## src/rtl/core/cbim_pkg.sv

```systemverilog
// ============================================================================
// cbim_pkg: shared types and constants for the cartridge bank/IRQ mapper
// Write decode addresses, bank update target codes and the control structs
// passed between the decoder, the IRQ counter and the top level.
// ============================================================================
package cbim_pkg;

  // Field widths
  localparam int ADDR_W   = 16;
  localparam int DATA_W   = 8;
  localparam int CYC_W    = 7;
  localparam int TARGET_W = 4;

  // Address decode mask and decoded register addresses
  localparam logic [ADDR_W-1:0] ADDR_MASK     = 16'hF003;
  localparam logic [ADDR_W-1:0] REG_PRG16K    = 16'h8000;
  localparam logic [ADDR_W-1:0] REG_MIRROR    = 16'hB003;
  localparam logic [ADDR_W-1:0] REG_PRG8K     = 16'hC000;
  localparam logic [ADDR_W-1:0] REG_CHR0      = 16'hD000;
  localparam logic [ADDR_W-1:0] REG_CHR1      = 16'hD001;
  localparam logic [ADDR_W-1:0] REG_CHR2      = 16'hD002;
  localparam logic [ADDR_W-1:0] REG_CHR3      = 16'hD003;
  localparam logic [ADDR_W-1:0] REG_CHR4      = 16'hE000;
  localparam logic [ADDR_W-1:0] REG_CHR5      = 16'hE001;
  localparam logic [ADDR_W-1:0] REG_CHR6      = 16'hE002;
  localparam logic [ADDR_W-1:0] REG_CHR7      = 16'hE003;
  localparam logic [ADDR_W-1:0] REG_IRQ_LATCH = 16'hF000;
  localparam logic [ADDR_W-1:0] REG_IRQ_CTRL  = 16'hF001;
  localparam logic [ADDR_W-1:0] REG_IRQ_ACK   = 16'hF002;

  // Bank update target codes
  localparam logic [TARGET_W-1:0] TGT_PRG16K = 4'd0;
  localparam logic [TARGET_W-1:0] TGT_PRG8K  = 4'd1;
  localparam logic [TARGET_W-1:0] TGT_CHR0   = 4'd2;
  localparam logic [TARGET_W-1:0] TGT_CHR4   = 4'd6;
  localparam logic [TARGET_W-1:0] TGT_MIRROR = 4'd10;

  // Counter overflow value
  localparam logic [DATA_W-1:0] COUNT_MAX = 8'hFF;

  // Decoder result for one bus write
  typedef struct packed {
    logic                upd_valid;
    logic [TARGET_W-1:0] upd_target;
    logic [DATA_W-1:0]   upd_value;
    logic                reload_wr;    // IRQ latch write
    logic                enable_wr;    // IRQ control write
    logic                enable_copy;  // IRQ acknowledge write
  } cbim_dec_t;

  // Control item for the IRQ counter
  typedef struct packed {
    logic              go;           // item is processed this cycle
    logic              tick;         // elapsed cycle tick
    logic [CYC_W-1:0]  cycles;
    logic              reload_wr;
    logic              enable_wr;
    logic              enable_copy;
    logic [DATA_W-1:0] data;
  } cbim_ctl_t;

endpackage

```

## src/rtl/core/cbim_decode.sv

```systemverilog
// ============================================================================
// cbim_decode: CPU write address decoder
// Masks the address with 0xF003 and reports bank/mirroring updates and
// IRQ register strobes. Purely combinational.
// ============================================================================
module cbim_decode
  import cbim_pkg::*;
(
  input  logic              wr_en,
  input  logic [ADDR_W-1:0] address,
  input  logic [DATA_W-1:0] data,
  output cbim_dec_t         dec
);

  logic [ADDR_W-1:0] reg_sel;

  assign reg_sel = address & ADDR_MASK;

  // Register decode; non-update results carry zero target and value
  always_comb begin
    dec = '0;
    if (wr_en) begin
      case (reg_sel)
        REG_PRG16K: begin
          dec.upd_valid  = 1'b1;
          dec.upd_target = TGT_PRG16K;
          dec.upd_value  = data;
        end
        REG_MIRROR: begin
          dec.upd_valid  = 1'b1;
          dec.upd_target = TGT_MIRROR;
          dec.upd_value  = {6'd0, data[4:3]};
        end
        REG_PRG8K: begin
          dec.upd_valid  = 1'b1;
          dec.upd_target = TGT_PRG8K;
          dec.upd_value  = data;
        end
        REG_CHR0, REG_CHR1, REG_CHR2, REG_CHR3: begin
          dec.upd_valid  = 1'b1;
          dec.upd_target = TGT_CHR0 + {2'd0, reg_sel[1:0]};
          dec.upd_value  = data;
        end
        REG_CHR4, REG_CHR5, REG_CHR6, REG_CHR7: begin
          dec.upd_valid  = 1'b1;
          dec.upd_target = TGT_CHR4 + {2'd0, reg_sel[1:0]};
          dec.upd_value  = data;
        end
        REG_IRQ_LATCH: dec.reload_wr   = 1'b1;
        REG_IRQ_CTRL:  dec.enable_wr   = 1'b1;
        REG_IRQ_ACK:   dec.enable_copy = 1'b1;
        default: ;  // audio and unmapped addresses
      endcase
    end
  end

endmodule

```

## src/rtl/core/cbim_irq_counter.sv

```systemverilog
// ============================================================================
// cbim_irq_counter: IRQ prescaler, up-counter and interrupt level
// Holds latch, enable bits, prescaler and counter; updates them once per
// processed item and exposes the IRQ level that results.
// ============================================================================
module cbim_irq_counter
  import cbim_pkg::*;
#(
  parameter int PRESCALE_PERIOD = 114
) (
  input  logic      clk,
  input  logic      rst,
  input  cbim_ctl_t ctl,
  output logic      irq_next
);

  localparam int CW = (PRESCALE_PERIOD > 2) ? $clog2(PRESCALE_PERIOD) : 1;
  localparam logic [CYC_W-1:0] CYC_LIMIT = CYC_W'(PRESCALE_PERIOD - 1);
  localparam logic [CW:0]      PERIOD_EXT = (CW + 1)'(PRESCALE_PERIOD);

  logic [DATA_W-1:0] reload_value, reload_value_next;
  logic [DATA_W-1:0] up_counter, up_counter_next;
  logic [1:0]        enable_bits, enable_bits_next;
  logic [CW-1:0]     prescale_count, prescale_count_next;
  logic              irq_level, irq_level_next;

  logic [CYC_W-1:0]  cyc_sat;
  logic [CW:0]       pre_sum;
  logic              overflow;

  // Saturate cycle count and add to prescaler
  assign cyc_sat  = (ctl.cycles > CYC_LIMIT) ? CYC_LIMIT : ctl.cycles;
  assign pre_sum  = {1'b0, prescale_count} + {1'b0, CW'(cyc_sat)};
  assign overflow = (pre_sum >= PERIOD_EXT);

  // Next state for one item
  always_comb begin
    reload_value_next   = reload_value;
    up_counter_next     = up_counter;
    enable_bits_next    = enable_bits;
    prescale_count_next = prescale_count;
    irq_level_next      = irq_level;
    if (ctl.tick) begin
      if (enable_bits[1]) begin
        if (overflow) begin
          prescale_count_next = CW'(pre_sum - PERIOD_EXT);
          if (up_counter == COUNT_MAX) begin
            up_counter_next = reload_value;
            irq_level_next  = 1'b1;
          end else begin
            up_counter_next = up_counter + 8'd1;
          end
        end else begin
          prescale_count_next = CW'(pre_sum);
        end
      end
    end else if (ctl.reload_wr) begin
      reload_value_next = ctl.data;
    end else if (ctl.enable_wr) begin
      enable_bits_next = ctl.data[1:0];
      if (ctl.data[1]) begin
        up_counter_next     = reload_value;
        prescale_count_next = '0;
      end
      irq_level_next = 1'b0;
    end else if (ctl.enable_copy) begin
      enable_bits_next = {enable_bits[0], enable_bits[0]};
      irq_level_next   = 1'b0;
    end
  end

  assign irq_next = irq_level_next;

  // State registers, advanced only when an item is processed
  always_ff @(posedge clk) begin
    if (rst) begin
      reload_value   <= '0;
      up_counter     <= '0;
      enable_bits    <= '0;
      prescale_count <= '0;
      irq_level      <= 1'b0;
    end else if (ctl.go) begin
      reload_value   <= reload_value_next;
      up_counter     <= up_counter_next;
      enable_bits    <= enable_bits_next;
      prescale_count <= prescale_count_next;
      irq_level      <= irq_level_next;
    end
  end

endmodule

```

## src/rtl/core/cartridge_bank_irq_mapper.sv

```systemverilog
// ============================================================================
// cartridge_bank_irq_mapper: bank switching and IRQ counter cartridge mapper
// Pipeline: an accepted input is held in the input register, and its result is
// then registered in the result register and held there until m_tready takes it.
// Throughput: one item per cycle while m_tready is high; the single-pass decode
// and counter update between the two registers set that rate.
// Reset: synchronous rst clears both stages and all IRQ counter state.
// ============================================================================
module cartridge_bank_irq_mapper
  import cbim_pkg::*;
#(
  parameter int PRESCALE_PERIOD = 114
) (
  input  logic        clk,
  input  logic        rst,
  // input items
  input  logic        s_tvalid,
  output logic        s_tready,
  input  logic [31:0] s_tdata,   // address[15:0], data[23:16], cycles[30:24], 0
  input  logic        s_tuser,   // mode (0 bus write, 1 tick)
  // result items
  output logic        m_tvalid,
  input  logic        m_tready,
  output logic [15:0] m_tdata,   // irq_line[0], update_target[4:1],
                                 // update_value[12:5], 0
  output logic        m_tuser    // update_valid
);

  // Input register
  logic              in_valid;
  logic              in_mode;
  logic [ADDR_W-1:0] in_address;
  logic [DATA_W-1:0] in_data;
  logic [CYC_W-1:0]  in_cycles;

  // Result register
  logic                out_valid;
  logic                out_irq;
  logic                out_upd_valid;
  logic [TARGET_W-1:0] out_target;
  logic [DATA_W-1:0]   out_value;

  logic      advance;
  cbim_dec_t dec;
  cbim_ctl_t ctl;
  logic      irq_next;

  // Pipeline flow control
  assign advance  = in_valid && (!out_valid || m_tready);
  assign s_tready = !in_valid || advance;

  always_ff @(posedge clk) begin
    if (rst) begin
      in_valid <= 1'b0;
    end else if (s_tready) begin
      in_valid <= s_tvalid;
    end
  end

  always_ff @(posedge clk) begin
    if (s_tvalid && s_tready) begin
      in_mode    <= s_tuser;
      in_address <= s_tdata[15:0];
      in_data    <= s_tdata[23:16];
      in_cycles  <= s_tdata[30:24];
    end
  end

  // Write decode
  cbim_decode u_decode (
    .wr_en   (!in_mode),
    .address (in_address),
    .data    (in_data),
    .dec     (dec)
  );

  // Counter control item
  always_comb begin
    ctl.go          = advance;
    ctl.tick        = in_mode;
    ctl.cycles      = in_cycles;
    ctl.reload_wr   = dec.reload_wr;
    ctl.enable_wr   = dec.enable_wr;
    ctl.enable_copy = dec.enable_copy;
    ctl.data        = in_data;
  end

  cbim_irq_counter #(
    .PRESCALE_PERIOD (PRESCALE_PERIOD)
  ) u_irq_counter (
    .clk      (clk),
    .rst      (rst),
    .ctl      (ctl),
    .irq_next (irq_next)
  );

  // Result register
  always_ff @(posedge clk) begin
    if (rst) begin
      out_valid <= 1'b0;
    end else if (advance) begin
      out_valid <= 1'b1;
    end else if (m_tready) begin
      out_valid <= 1'b0;
    end
  end

  always_ff @(posedge clk) begin
    if (advance) begin
      out_irq       <= irq_next;
      out_upd_valid <= dec.upd_valid;
      out_target    <= dec.upd_target;
      out_value     <= dec.upd_value;
    end
  end

  assign m_tvalid = out_valid;
  assign m_tuser  = out_upd_valid;
  assign m_tdata  = {3'd0, out_value, out_target, out_irq};

  // Checks
  a_reset_empty: assert property (@(posedge clk) rst |=> !m_tvalid)
    else $error("result valid after reset");

  a_no_update_zero: assert property (@(posedge clk) disable iff (rst)
    (m_tvalid && !m_tuser) |-> (m_tdata[12:1] == 12'd0))
    else $error("non-update result carries target or value");

  a_target_range: assert property (@(posedge clk) disable iff (rst)
    (m_tvalid && m_tuser) |-> (m_tdata[4:1] <= TGT_MIRROR))
    else $error("update target out of range");

  a_ready_when_empty: assert property (@(posedge clk) disable iff (rst)
    (!m_tvalid || m_tready) |-> s_tready)
    else $error("input stalled with free result slot");

endmodule
```

## config.mk

```make
export PLATFORM = sky130hd
export DESIGN_NAME = cartridge_bank_irq_mapper
export DESIGN_NICKNAME = d
export VERILOG_FILES = /design/src/rtl/core/cbim_pkg.sv /design/src/rtl/core/cbim_decode.sv /design/src/rtl/core/cbim_irq_counter.sv /design/src/rtl/core/cartridge_bank_irq_mapper.sv
export SDC_FILE = /design/constraint.sdc
export NUM_CORES = 1
export LEC_CHECK = 0
export BUFFER_PORTS_ARGS = -buffer_cell sky130_fd_sc_hd__buf_2
export CAP_MARGIN = 20
export CORE_MARGIN = 2
export CORE_UTILIZATION = 57
export DETAILED_ROUTE_END_ITERATION = 8
export PLACE_DENSITY = 0.89
export SLEW_MARGIN = 20
export SYNTH_ARGS = -nofsm -noshare
export SYNTH_HDL_FRONTEND = slang
export SYNTH_HIERARCHICAL = 1
export SYNTH_SLANG_ARGS = --single-unit
```

## constraint.sdc

```tcl
create_clock -name clk -period 3.8 [get_ports clk]
set_input_delay 0 -clock clk [delete_from_list [all_inputs] [get_ports clk]]
set_output_delay 0 -clock clk [all_outputs]
set_load 0.01 [all_outputs]
```

# After elaboration in Yosys (flattened, before gate mapping)
# Index checks and enable logic that the tools add are counted.
dict set report totals {
  regBits 74
  inputBits 37
  output_inout_bits 19
}
dict set report op_classes {
  n_bitwise 2
  eq_ne 18
  n_addsub 5
  n_reduce_logical 17
  mux 30
  order_cmp 2
}
# operator count
set op_table {}
lappend op_table {{== test 6 bit (second input constant)} 14}
lappend op_table {{one-hot mux 13 bit (5 select lines)} 1}
lappend op_table {{2-to-1 mux 8 bit} 7}
lappend op_table {{2-to-1 mux 7 bit} 7}
lappend op_table {{2-to-1 mux 1 bit} 12}
lappend op_table {{adder 7 x 7 -> 8 bit} 1}
lappend op_table {{adder 8 x 1 -> 8 bit (second input constant)} 1}
lappend op_table {{== test 8 bit (second input constant)} 1}
lappend op_table {{>= comparator 8 x 7 -> 1 bit (second input constant)} 1}
lappend op_table {{AND reduction 4 bit} 2}
lappend op_table {{nonzero test 2 bit} 4}
lappend op_table {{OR reduction 4 bit} 2}
lappend op_table {{greater-than comparator 7 bit (second input constant)} 1}
lappend op_table {{subtractor 7 bit (second input constant)} 1}
lappend op_table {{AND reduction 6 bit} 1}
lappend op_table {{AND reduction 5 bit} 1}
lappend op_table {{adder 3 x 2 -> 4 bit (first input constant)} 1}
lappend op_table {{2-to-1 mux 2 bit} 2}
lappend op_table {{inequality test 2 x 1 -> 1 bit (second input constant)} 2}
lappend op_table {{adder 2 x 2 -> 3 bit (first input constant)} 1}
lappend op_table {{2-to-1 mux 3 bit} 1}
lappend op_table {{AND reduction 3 bit} 1}
lappend op_table {{logical AND 1 bit} 2}
lappend op_table {{zero test 1 bit} 2}
lappend op_table {{other kinds (3)} 5}

# Depth between registers and ports, before layout
# Gate-level depths: netlist (run 1).
dict set report logic_depth {
  word_depth 7
  ltp_mapped 14
  mapped_depth_nobuf 13
}

# By module
# Netlist (run 1), hierarchy kept.
# mod n_inst cells_per_inst area_per_inst_um2 seq_area_each_um2
set by_module_without_submodules {}
lappend by_module_without_submodules {cbim_irq_counter 1 225 1823.0 520.5}
lappend by_module_without_submodules {cartridge_bank_irq_mapper 1 62 1522.7 1421.4}
lappend by_module_without_submodules {cbim_decode 1 52 305.3 0.0}

# Least setup slack after synthesis (run 1)
# OpenSTA, ideal clock, no wires.
dict set report synth_timing {
  path_kind {register to register}
  from {register in_cycles[4]}
  to {register u_irq_counter.up_counter[2]}
  path_slack_ns 0.975
  stages_incl_launch_ff 14
  synth_period_minus_slack_ns 2.825
  arrival_ns 2.708
  cell_sequence {edfxtp_1 > nand3_1 > o21bai_1 > ha_1 > inv_1 > fa_1 > nand2b_2 > a21oi_2 > xor2_2 > nor4b_4 > a21o_1 > buf_6 > nand3_1 > a32o_1}
}
dict set report synth_between {
  elab_chain_cells 6
}
# element line
set synth_lines {}
lappend synth_lines {{start, declared} cartridge_bank_irq_mapper.sv:34} ;# logic [CYC_W-1:0] in_cycles;
lappend synth_lines {{start signal, assigned} cartridge_bank_irq_mapper.sv:65} ;# in_cycles <= s_tdata[30:24];
lappend synth_lines {{greater-than comparator 7 bit} cbim_irq_counter.sv:32} ;# assign cyc_sat = (ctl.cycles > CYC_LIMIT) ? CYC_LIMIT : ctl.cycles;
lappend synth_lines {{2-to-1 mux 7 bit (*)} cbim_irq_counter.sv:32}
lappend synth_lines {{adder 7 x 7 -> 8 bit (*)} cbim_irq_counter.sv:33} ;# assign pre_sum = {1'b0, prescale_count} + {1'b0, CW'(cyc_sat)};
lappend synth_lines {{>= comparator 8 x 7 -> 1 bit (*)} cbim_irq_counter.sv:34} ;# assign overflow = (pre_sum >= PERIOD_EXT);
lappend synth_lines {{inequality test 2 x 1 -> 1 bit (no source line) (*)} n/a}
lappend synth_lines {{AND reduction 6 bit (no source line) (*)} n/a}
lappend synth_lines {{end signal, assigned} cbim_irq_counter.sv:84} ;# up_counter <= up_counter_next;
lappend synth_lines {{end, declared} cbim_irq_counter.sv:22} ;# logic [DATA_W-1:0] up_counter, up_counter_next;
# Mark *: on every way between the ends. The rest lies on a longest branch, timed or not.
# A chain may end at the register's enable or synchronous reset.

# Worst setup path after layout (run 1)
dict set report layout_timing {
  from {register in_cycles[5]}
  to {register u_irq_counter.up_counter[2]}
}
# Same word-level chain as after synthesis.

==> results.py, run 1 <==
metrics = {
    "timing": {
        "finalCritPeriodShare": 0.871,
        "clock.fmax_mhz": 302,
        "finalSetupViolations": 0,
        "finalMaxSlewViolations": 0,
        "worst_pin_slew_ns": 0.641,
        "layout_setup_ws_ns": 0.491,
        "fin_skew_ns": 0.0129,
        "rsz0062_at_grt": "false",
        "fin_tns_setup_ns": 0,
        "finalHoldViolCount": 0,
        "fin_crit_ns": 3.31,
        "relSlewSlack": 0.570,
    },
    "worst_setup_path": {
        "cp-start-kind": "flip-flop",
        "endpoint_kind": "flip-flop",
        "required_ns": 4.04,
        "critical_path_arrival_ns": 3.55,
        "critical_path_buf_inv_count": 2,
        "cp_max_fo": 9,
        "worstPathCellList": "nand3_1, o21bai_1, ha_1, inv_1, fa_1, nand2b_2, a21oi_2, xor2_2, nor4b_4, buf_4, a21o_1, nand3_1, a32o_1",
        "slowest_delay_ns": 0.39,
        "crit_top_cell": "nand3_1",
        "critical-path-top-delay-family": "compound AO/OA/AOI/OAI gates",
        "setup.worst_path.class": "flip-flop to flip-flop",
        "cp_slowest_cell": "fa_1",
    },
    "layout": {
        "diodes": 0,
        "syn_to_final_growth_pct": 21.2,
        "drive_gt1_frac": 0.190,
        "stdcell_count": 471,
        "mostFrequentLayoutCell": "buf_2",
        "final_nets": 441,
        "mostFrequentLayoutCells": "buf_2 (41), edfxtp_1 (36), nor2_1 (34), nand2_1 (31), dfxtp_1 (28)",
    },
    "die": {
        "start_util": 0.598,
        "boundaryPins": 56,
        "die_x_um": 80.7,
        "rows": 27,
        "dieArea_um2": 6510,
        "coreArea_um2": 5610,
        "die_h_um": 80.7,
    },
    "clocking": {
        "ctsResizeCount": 0,
        "cts.sinks": 64,
        "clock_path_buffers": 2,
        "cts_tree": "built",
        "cts_max_level": 3,
        "post_cts_buffers": 0,
        "cts_buffers": 9,
        "clockRootBuffer": "clkbuf_8",
        "clkLatencyLatePin_ns": 0.35,
        "clk_pin_slew_worst_paths_ns": 0.07,
    },
    "placed_design": {
        "dp.cells": 430,
        "portBuffers": 41,
        "gp_congestion": 0.957,
        "hpwl_mm": 4.87,
        "post-place-ws_ns": 0.616,
    },
    "job": {
        "cap_viol_max_count": 0,
    },
    "yosys": {
        "postSynthAreaPerCell_um2": 10.2,
        "yosysWarnings": 6,
        "synthCells": 329,
        "syn_area_um2": 3350,
    },
    "drt": {
        "wl_per_cell_um": 19.2,
        "viasPerCell": 6.43,
        "vias": 3030,
        "route.detailed.drc": 0,
        "wl_mm": 9.04,
        "ant_nets": 0,
        "drtIter0Drc": 431,
        "dr.pass1.iters": 8,
    },
    "global_route": {
        "grt_first_pass_wirelength_mm": 14.8,
        "antenna_found_initial": 0,
        "grt_max_degree": 25,
        "grt_overflow": 0,
        "grt_pass1_vias": 2932,
        "grt_use_total": 0.304,
    },
    "pwr": {
        "vdd_drop_max_uv": 319,
        "p_leak_uw": 0.00168,
        "power_density_nw_per_um2": 403,
    },
    "status": {
        "status": "complete, no violations",
    },
    "worst_hold_path": {
        "hp-class": "input port to flip-flop",
    },
}
[state kept, by name, summed over array words and instances, names as in the netlist, 2 cells and up]
signal	cells
u_irq_counter/reload_value	8
in_cycles	7
u_irq_counter/enable_bits	2
in_address	6
out_value	8
u_irq_counter/prescale_count	7
out_target	4
u_irq_counter/up_counter	8
in_data	8
[final cells by class]
type                            count  area (um2)
Inverter                           12        45.0
Clock buffer                       12         135
Sequential cell                    64        1640
Fill cell                         340        1550
Timing Repair Buffer               68         470
Tap cell                           72        90.1
Multi-Input combinational cell    239        1590
Clock inverter                      4        93.8
[worst reg2reg max path: stages (launching register included)]
cell      delay [ns]
edfxtp_1        0.37
nand3_1         0.15
o21bai_1        0.21
ha_1            0.21
inv_1           0.06
fa_1            0.39
nand2b_2        0.21
a21oi_2         0.16
xor2_2          0.27
nor4b_4         0.24
buf_4           0.19
a21o_1          0.35
nand3_1         0.13
a32o_1          0.27
[per-stage QoR]
step | utilization | total power, uW | cell area [um2] | hold WS, ns
6_report | 0.724 | 1640 | 4060 | 0.0930
4_1_cts | 0.724 | 1610 | 4060 | 0.0876
3_5_place_dp | 0.639 | 911 | 3580 | 0.178
5_1_grt | 0.724 | 1680 | 4060 | 0.0930
3_3_place_gp | 0.639 | 904 | 3580 | 0.176
2_1_floorplan | - | 873 | 3360 | 0.0624
[repair_timing]
| action | in CTS | in global routing |
|---|---|---|
| setup endpoints to repair | 0 | 0 |
| endpoints found under the hold margin | 24 | 0 |
| hold buffers | 25 | 0 |
[power by group]
group          switching, uW  leakage, uW  internal (uW)
combinational           85.8      0.00100           64.7
sequential              21.0     0.000568            758
clock                    271     0.000112            435
total                    378      0.00168           1260
[per-layer routing]
metal / vias to the layer above / routed length (um) / GRT usage / share of wire
met1: 1441 / 3480 / 0.373 / 0.38
met5: - / 0 / 0 / 0
met3: 40 / 803 / 0.0831 / 0.089
met4: 0 / 342 / 0.122 / 0.038
met2: 216 / 4420 / 0.506 / 0.49
li1: 1333 / - / - / -
[path summary, 6_finish.rpt]
check | startpoint | to | slack, ns | depth (start not counted)
max | in_cycles[5] | u_irq_counter/up_counter[2] | 0.49 | 13
min | rst | u_irq_counter/reload_value[0] | 0.09 | 2
max reg2reg | in_cycles[5] | u_irq_counter/up_counter[2] | 0.49 | 13
min reg2reg | u_irq_counter/prescale_count[1] | u_irq_counter/prescale_count[1] | 0.50 | 2
Power figures use the tool's default switching activity.
==> inputs of run 2 (changes only) <==
--- a/config.mk
+++ b/config.mk
@@ -5,12 +5,12 @@
 export SDC_FILE = /design/constraint.sdc
 export NUM_CORES = 1
 export LEC_CHECK = 0
-export BUFFER_PORTS_ARGS = -buffer_cell sky130_fd_sc_hd__buf_2
 export CAP_MARGIN = 20
-export CORE_MARGIN = 2
-export CORE_UTILIZATION = 57
+export CORE_UTILIZATION = 64
 export DETAILED_ROUTE_END_ITERATION = 8
+export DONT_BUFFER_PORTS = 1
 export PLACE_DENSITY = 0.89
+export SKIP_LAST_GASP = 1
 export SLEW_MARGIN = 20
 export SYNTH_ARGS = -nofsm -noshare
 export SYNTH_HDL_FRONTEND = slang
==> run 2 against run 1 <==
Against the previous run: critical path depth unchanged; die area decreased by 15%; combinational power decreased by 21%; highest routed layer unchanged.
==> results.py, run 2 (synthesized netlist as in run 1, its figures left out) <==
metrics = {
    "status": {
        "status": "complete, no violations",
    },
    "placed_design": {
        "gp_congestion": 0.851,
        "hpwl_mm": 4.57,
        "portBuffers": 0,
    },
    "die": {
        "start_util": 0.687,
        "die_h_um": 74.4,
        "rows": 25,
        "boundaryPins": 56,
        "die_x_um": 74.4,
        "dieArea_um2": 5530,
        "coreArea_um2": 4880,
    },
    "drt": {
        "wl_per_cell_um": 17.8,
        "wl_mm": 7.60,
        "route.detailed.drc": 0,
        "ant_nets": 0,
        "drtIter0Drc": 246,
        "dr.pass1.iters": 5,
        "viasPerCell": 6.41,
        "vias": 2731,
    },
    "clocking": {
        "cts.sinks": 64,
        "cts_buffers": 9,
        "cts_max_level": 3,
        "ctsResizeCount": 0,
        "clkLatencyLatePin_ns": 0.35,
        "cts_tree": "built",
        "clock_path_buffers": 2,
        "clockRootBuffer": "clkbuf_8",
        "clk_pin_slew_worst_paths_ns": 0.07,
    },
    "timing": {
        "rsz0062_at_grt": "false",
        "finalSetupViolations": 0,
        "finalHoldViolCount": 0,
        "fin_tns_setup_ns": 0,
        "fin_skew_ns": 0.0110,
        "finalCritPeriodShare": 0.877,
        "clock.fmax_mhz": 300,
        "worst_pin_slew_ns": 0.914,
        "relSlewSlack": 0.389,
        "finalMaxSlewViolations": 0,
        "whs_ns": 0.0400,
        "fin_crit_ns": 3.33,
    },
    "layout": {
        "mostFrequentLayoutCells": "edfxtp_1 (36), nor2_1 (34), nand2_1 (31), dfxtp_1 (28), dlygate4sd3_1 (26)",
        "diodes": 0,
        "final_nets": 401,
        "syn_to_final_growth_pct": 15.2,
        "drive_gt1_frac": 0.109,
        "nFillCells": 293,
        "mostFrequentLayoutCell": "edfxtp_1",
    },
    "job": {
        "cap_viol_max_count": 0,
    },
    "worst_setup_path": {
        "required_ns": 4.04,
        "cp_slowest_cell": "fa_1",
        "critical_path_arrival_ns": 3.57,
        "cp_max_fo": 9,
        "slowest_delay_ns": 0.39,
        "crit_top_cell": "nand3_1",
        "endpoint_kind": "flip-flop",
        "worstPathCellList": "nand3_1, o21bai_1, ha_1, inv_1, fa_1, nand2b_2, a21oi_2, xor2_2, nor4b_4, buf_4, a21o_1, nand3_1, a32o_1",
        "reg2reg_depth": 13,
        "cp-start-kind": "flip-flop",
        "setup.worst_path.class": "flip-flop to flip-flop",
    },
    "global_route": {
        "grt_max_degree": 25,
        "grt_use_total": 0.305,
        "antenna_found_initial": 0,
        "grt_pass1_vias": 2593,
        "grt_first_pass_wirelength_mm": 12.2,
        "grt_overflow": 0,
    },
    "pwr": {
        "vdd_drop_max_uv": 367,
        "p_leak_uw": 0.00153,
        "power_density_nw_per_um2": 405,
    },
    "worst_hold_path": {
        "hp-class": "input port to flip-flop",
        "hold_depth": 3,
    },
}
run 2: timing repair:
item | CTS | global route
hold buffers | 26 | 0
endpoints found under the hold margin | 50 | 0
buffers inserted | 0 | 0
endpoints found under the setup margin | 0 | 0
run 2: stage by stage:
stage	std cells	power, uW	util	cell area [um2]	worst slack [ns]
3_5_place_dp	384	887	0.691	3370	0.556
2_1_floorplan	331	873	-	3360	0.975
5_1_grt	426	1620	0.791	3860	0.261
3_3_place_gp	384	883	0.691	3370	0.636
6_report	426	1560	0.791	3860	0.469
4_1_cts	426	1560	0.791	3860	0.526
run 2: layer usage:
| layer | vias to the layer above | track usage | part of all wire |
|---|---|---|---|
| met3 | 19 | 0.0691 | 0.066 |
| met4 | 0 | 0.126 | 0.022 |
| met2 | 146 | 0.522 | 0.50 |
| met5 | - | 0 | 0 |
| met1 | 1316 | 0.375 | 0.41 |
| li1 | 1250 | - | - |
run 2: worst paths after layout:
path | startpoint | end | slack [ns]
max | in_cycles[5] | u_irq_counter/up_counter[2] | 0.47
min | rst | u_irq_counter/up_counter[0] | 0.04
max reg2reg | in_cycles[5] | u_irq_counter/up_counter[2] | 0.47
min reg2reg | u_irq_counter/prescale_count[5] | u_irq_counter/prescale_count[5] | 0.49
run 2: critical path: cells and delay by family (launching register included):
family          cells  cell delay, ns
compound gates      4            0.99
xor+xnor            1            0.27
fa+ha+maj           2            0.59
buf+inv             2            0.25
flops               1            0.36
simple gates        4            0.76
run 2: final cells by class:
| type | instances | area, um2 | area share |
|---|---|---|---|
| Multi-Input combinational cell | 239 | 1590 | 0.411 |
| Tap cell | 67 | 83.8 | 0.0217 |
| Inverter | 12 | 45.0 | 0.0117 |
| Clock buffer | 9 | 124 | 0.0321 |
| Clock inverter | 7 | 104 | 0.0269 |
| Sequential cell | 64 | 1640 | 0.425 |
| Timing Repair Buffer | 28 | 275 | 0.0713 |
run 2: report_power, final:
group / internal [uW] / total, uW / leakage [uW] / switching (uW)
Clock: 376 / 662 / 0.000114 / 286
Combinational: 51.1 / 119 / 0.000849 / 67.8
Sequential: 758 / 784 / 0.000568 / 25.4
Total: 1180 / 1560 / 0.00153 / 380
==> inputs of run 3 (changes only) <==
--- a/config.mk
+++ b/config.mk
@@ -6,10 +6,10 @@
 export NUM_CORES = 1
 export LEC_CHECK = 0
 export CAP_MARGIN = 20
-export CORE_UTILIZATION = 64
+export CORE_UTILIZATION = 60
 export DETAILED_ROUTE_END_ITERATION = 8
 export DONT_BUFFER_PORTS = 1
-export PLACE_DENSITY = 0.89
+export PLACE_DENSITY = 0.85
 export SKIP_LAST_GASP = 1
 export SLEW_MARGIN = 20
 export SYNTH_ARGS = -nofsm -noshare
==> constraint.sdc (replaced) <==
create_clock -name clk -period 3.6 [get_ports clk]
set_input_delay 0 -clock clk [delete_from_list [all_inputs] [get_ports clk]]
set_output_delay 0 -clock clk [all_outputs]
set_load 0.01 [all_outputs]
==> run 3 against run 2 <==
Against the previous run: die area up 6.5%; combinational power up 6%; utilization down 4.9 points.
==> results.py, run 3 (synthesized netlist as in run 1, its figures left out) <==
metrics = {
    "layout": {
        "fin_util": 0.742,
        "diodes": 0,
        "drive_gt1_frac": 0.108,
        "mostFrequentLayoutCells": "edfxtp_1 (36), nor2_1 (34), nand2_1 (31), dfxtp_1 (28), dlygate4sd3_1 (26)",
        "mostFrequentLayoutCell": "edfxtp_1",
        "final_nets": 402,
        "syn_to_final_growth_pct": 16.0,
    },
    "timing": {
        "relSlewSlack": 0.377,
        "worst_pin_slew_ns": 0.932,
        "clock.fmax_mhz": 301,
        "finalMaxSlewViolations": 0,
        "fin_crit_ns": 3.33,
        "fin_tns_setup_ns": 0,
        "rsz0062_at_grt": "false",
        "finalSetupViolations": 0,
        "fin_skew_ns": 0.00902,
        "finalHoldViolCount": 0,
        "finalCritPeriodShare": 0.924,
    },
    "clocking": {
        "cts_buffers": 9,
        "ctsResizeCount": 0,
        "clockRootBuffer": "clkbuf_8",
        "cts_tree": "built",
        "clkLatencyLatePin_ns": 0.35,
        "cts_max_level": 3,
        "clock_path_buffers": 2,
        "cts.sinks": 64,
        "clk_pin_slew_worst_paths_ns": 0.08,
    },
    "global_route": {
        "grt_use_total": 0.283,
        "grt_max_degree": 25,
        "antenna_found_initial": 0,
        "grt_pass1_vias": 2611,
        "grt_first_pass_wirelength_mm": 12.7,
        "grt_overflow": 0,
    },
    "placed_design": {
        "portBuffers": 0,
        "hpwl_mm": 4.86,
        "gp_congestion": 0.883,
    },
    "pwr": {
        "power_density_nw_per_um2": 443,
        "finalPower_uw": 1720,
        "p_leak_uw": 0.00154,
        "vdd_drop_max_uv": 393,
    },
    "die": {
        "rows": 26,
        "boundaryPins": 56,
        "start_util": 0.640,
        "coreArea_um2": 5240,
        "die_h_um": 76.7,
        "die_x_um": 76.7,
        "dieArea_um2": 5890,
    },
    "worst_setup_path": {
        "required_ns": 3.84,
        "critical_path_arrival_ns": 3.57,
        "cp_max_fo": 9,
        "endpoint_kind": "flip-flop",
        "setup.worst_path.class": "flip-flop to flip-flop",
        "cp-start-kind": "flip-flop",
    },
    "status": {
        "status": "complete, no violations",
    },
    "drt": {
        "dr.pass1.iters": 6,
        "viasPerCell": 6.14,
        "drtIter0Drc": 435,
        "wl_mm": 7.88,
        "route.detailed.drc": 0,
        "ant_nets": 0,
        "wl_per_cell_um": 18.3,
        "vias": 2639,
    },
    "job": {
        "cap_viol_max_count": 0,
    },
    "worst_hold_path": {
        "hp-class": "input port to flip-flop",
    },
}
[run 3: cell types whose count changed in the layout (fill, tap and decap cells not counted), sizes merged]
cell and delta:
buf +1, bufinv +1, inv -1
[run 3: worst paths after layout]
kind | start | to | cells after the start | slack (ns)
worst min register to register | u_irq_counter/prescale_count[1] | u_irq_counter/prescale_count[1] | 2 | 0.47
worst min-delay path | s_tvalid | in_cycles[3] | 1 | 0.06
worst max-delay path | in_cycles[4] | u_irq_counter/up_counter[4] | 12 | 0.27
worst max register to register | in_cycles[4] | u_irq_counter/up_counter[4] | 12 | 0.27
[run 3: power by group]
group,internal (uW),switching (uW)
Clock,461,307
Sequential,800,28.2
Combinational,53.9,72.4
Total,1320,408
[run 3: critical path: stages, from the launching register on]
cell      delay, ns
edfxtp_1       0.38
nand3_1        0.14
o21bai_1       0.22
ha_1           0.20
inv_1          0.06
fa_1           0.40
nand2b_2       0.22
a21oi_2        0.19
xor2_2         0.30
nor4b_4        0.30
a21o_1         0.38
nand3_1        0.14
a32o_1         0.28
[run 3: per-layer routing]
layer | track usage | part of all wire | vias up | routed length, um
met5 | 0 | 0 | - | 0
met4 | 0.0885 | 0.018 | 0 | 143
met3 | 0.0798 | 0.067 | 20 | 530
met2 | 0.476 | 0.50 | 125 | 3900
met1 | 0.351 | 0.42 | 1241 | 3300
li1 | - | - | 1253 | -
[run 3: what timing repair did]
item,CTS,global route
buffers inserted,0,0
hold buffers,26,0
endpoints found under the hold margin,50,0
[run 3: cell type report]
class / count / area [um2]
multi-input combinational: 239 / 1590
fill: 343 / 1350
timing repair buffer: 29 / 283
tap: 70 / 87.6
sequential: 64 / 1640
clock inverter: 7 / 120
clock buffer: 9 / 124
inverter: 12 / 45.0
[run 3: per-stage QoR]
| stage | instances | hold WS (ns) | area, um2 | setup WS, ns |
|---|---|---|---|---|
| 6_report | 430 | 0.0586 | 3890 | 0.273 |
| 5_1_grt | 430 | 0.0570 | 3890 | 0.0723 |
| 4_1_cts | 430 | 0.0597 | 3890 | 0.312 |
| 3_5_place_dp | 388 | 0.0703 | 3380 | 0.358 |
| 3_3_place_gp | 388 | 0.0696 | 3380 | 0.519 |
| 2_1_floorplan | 331 | 0.0624 | 3360 | 0.775 |
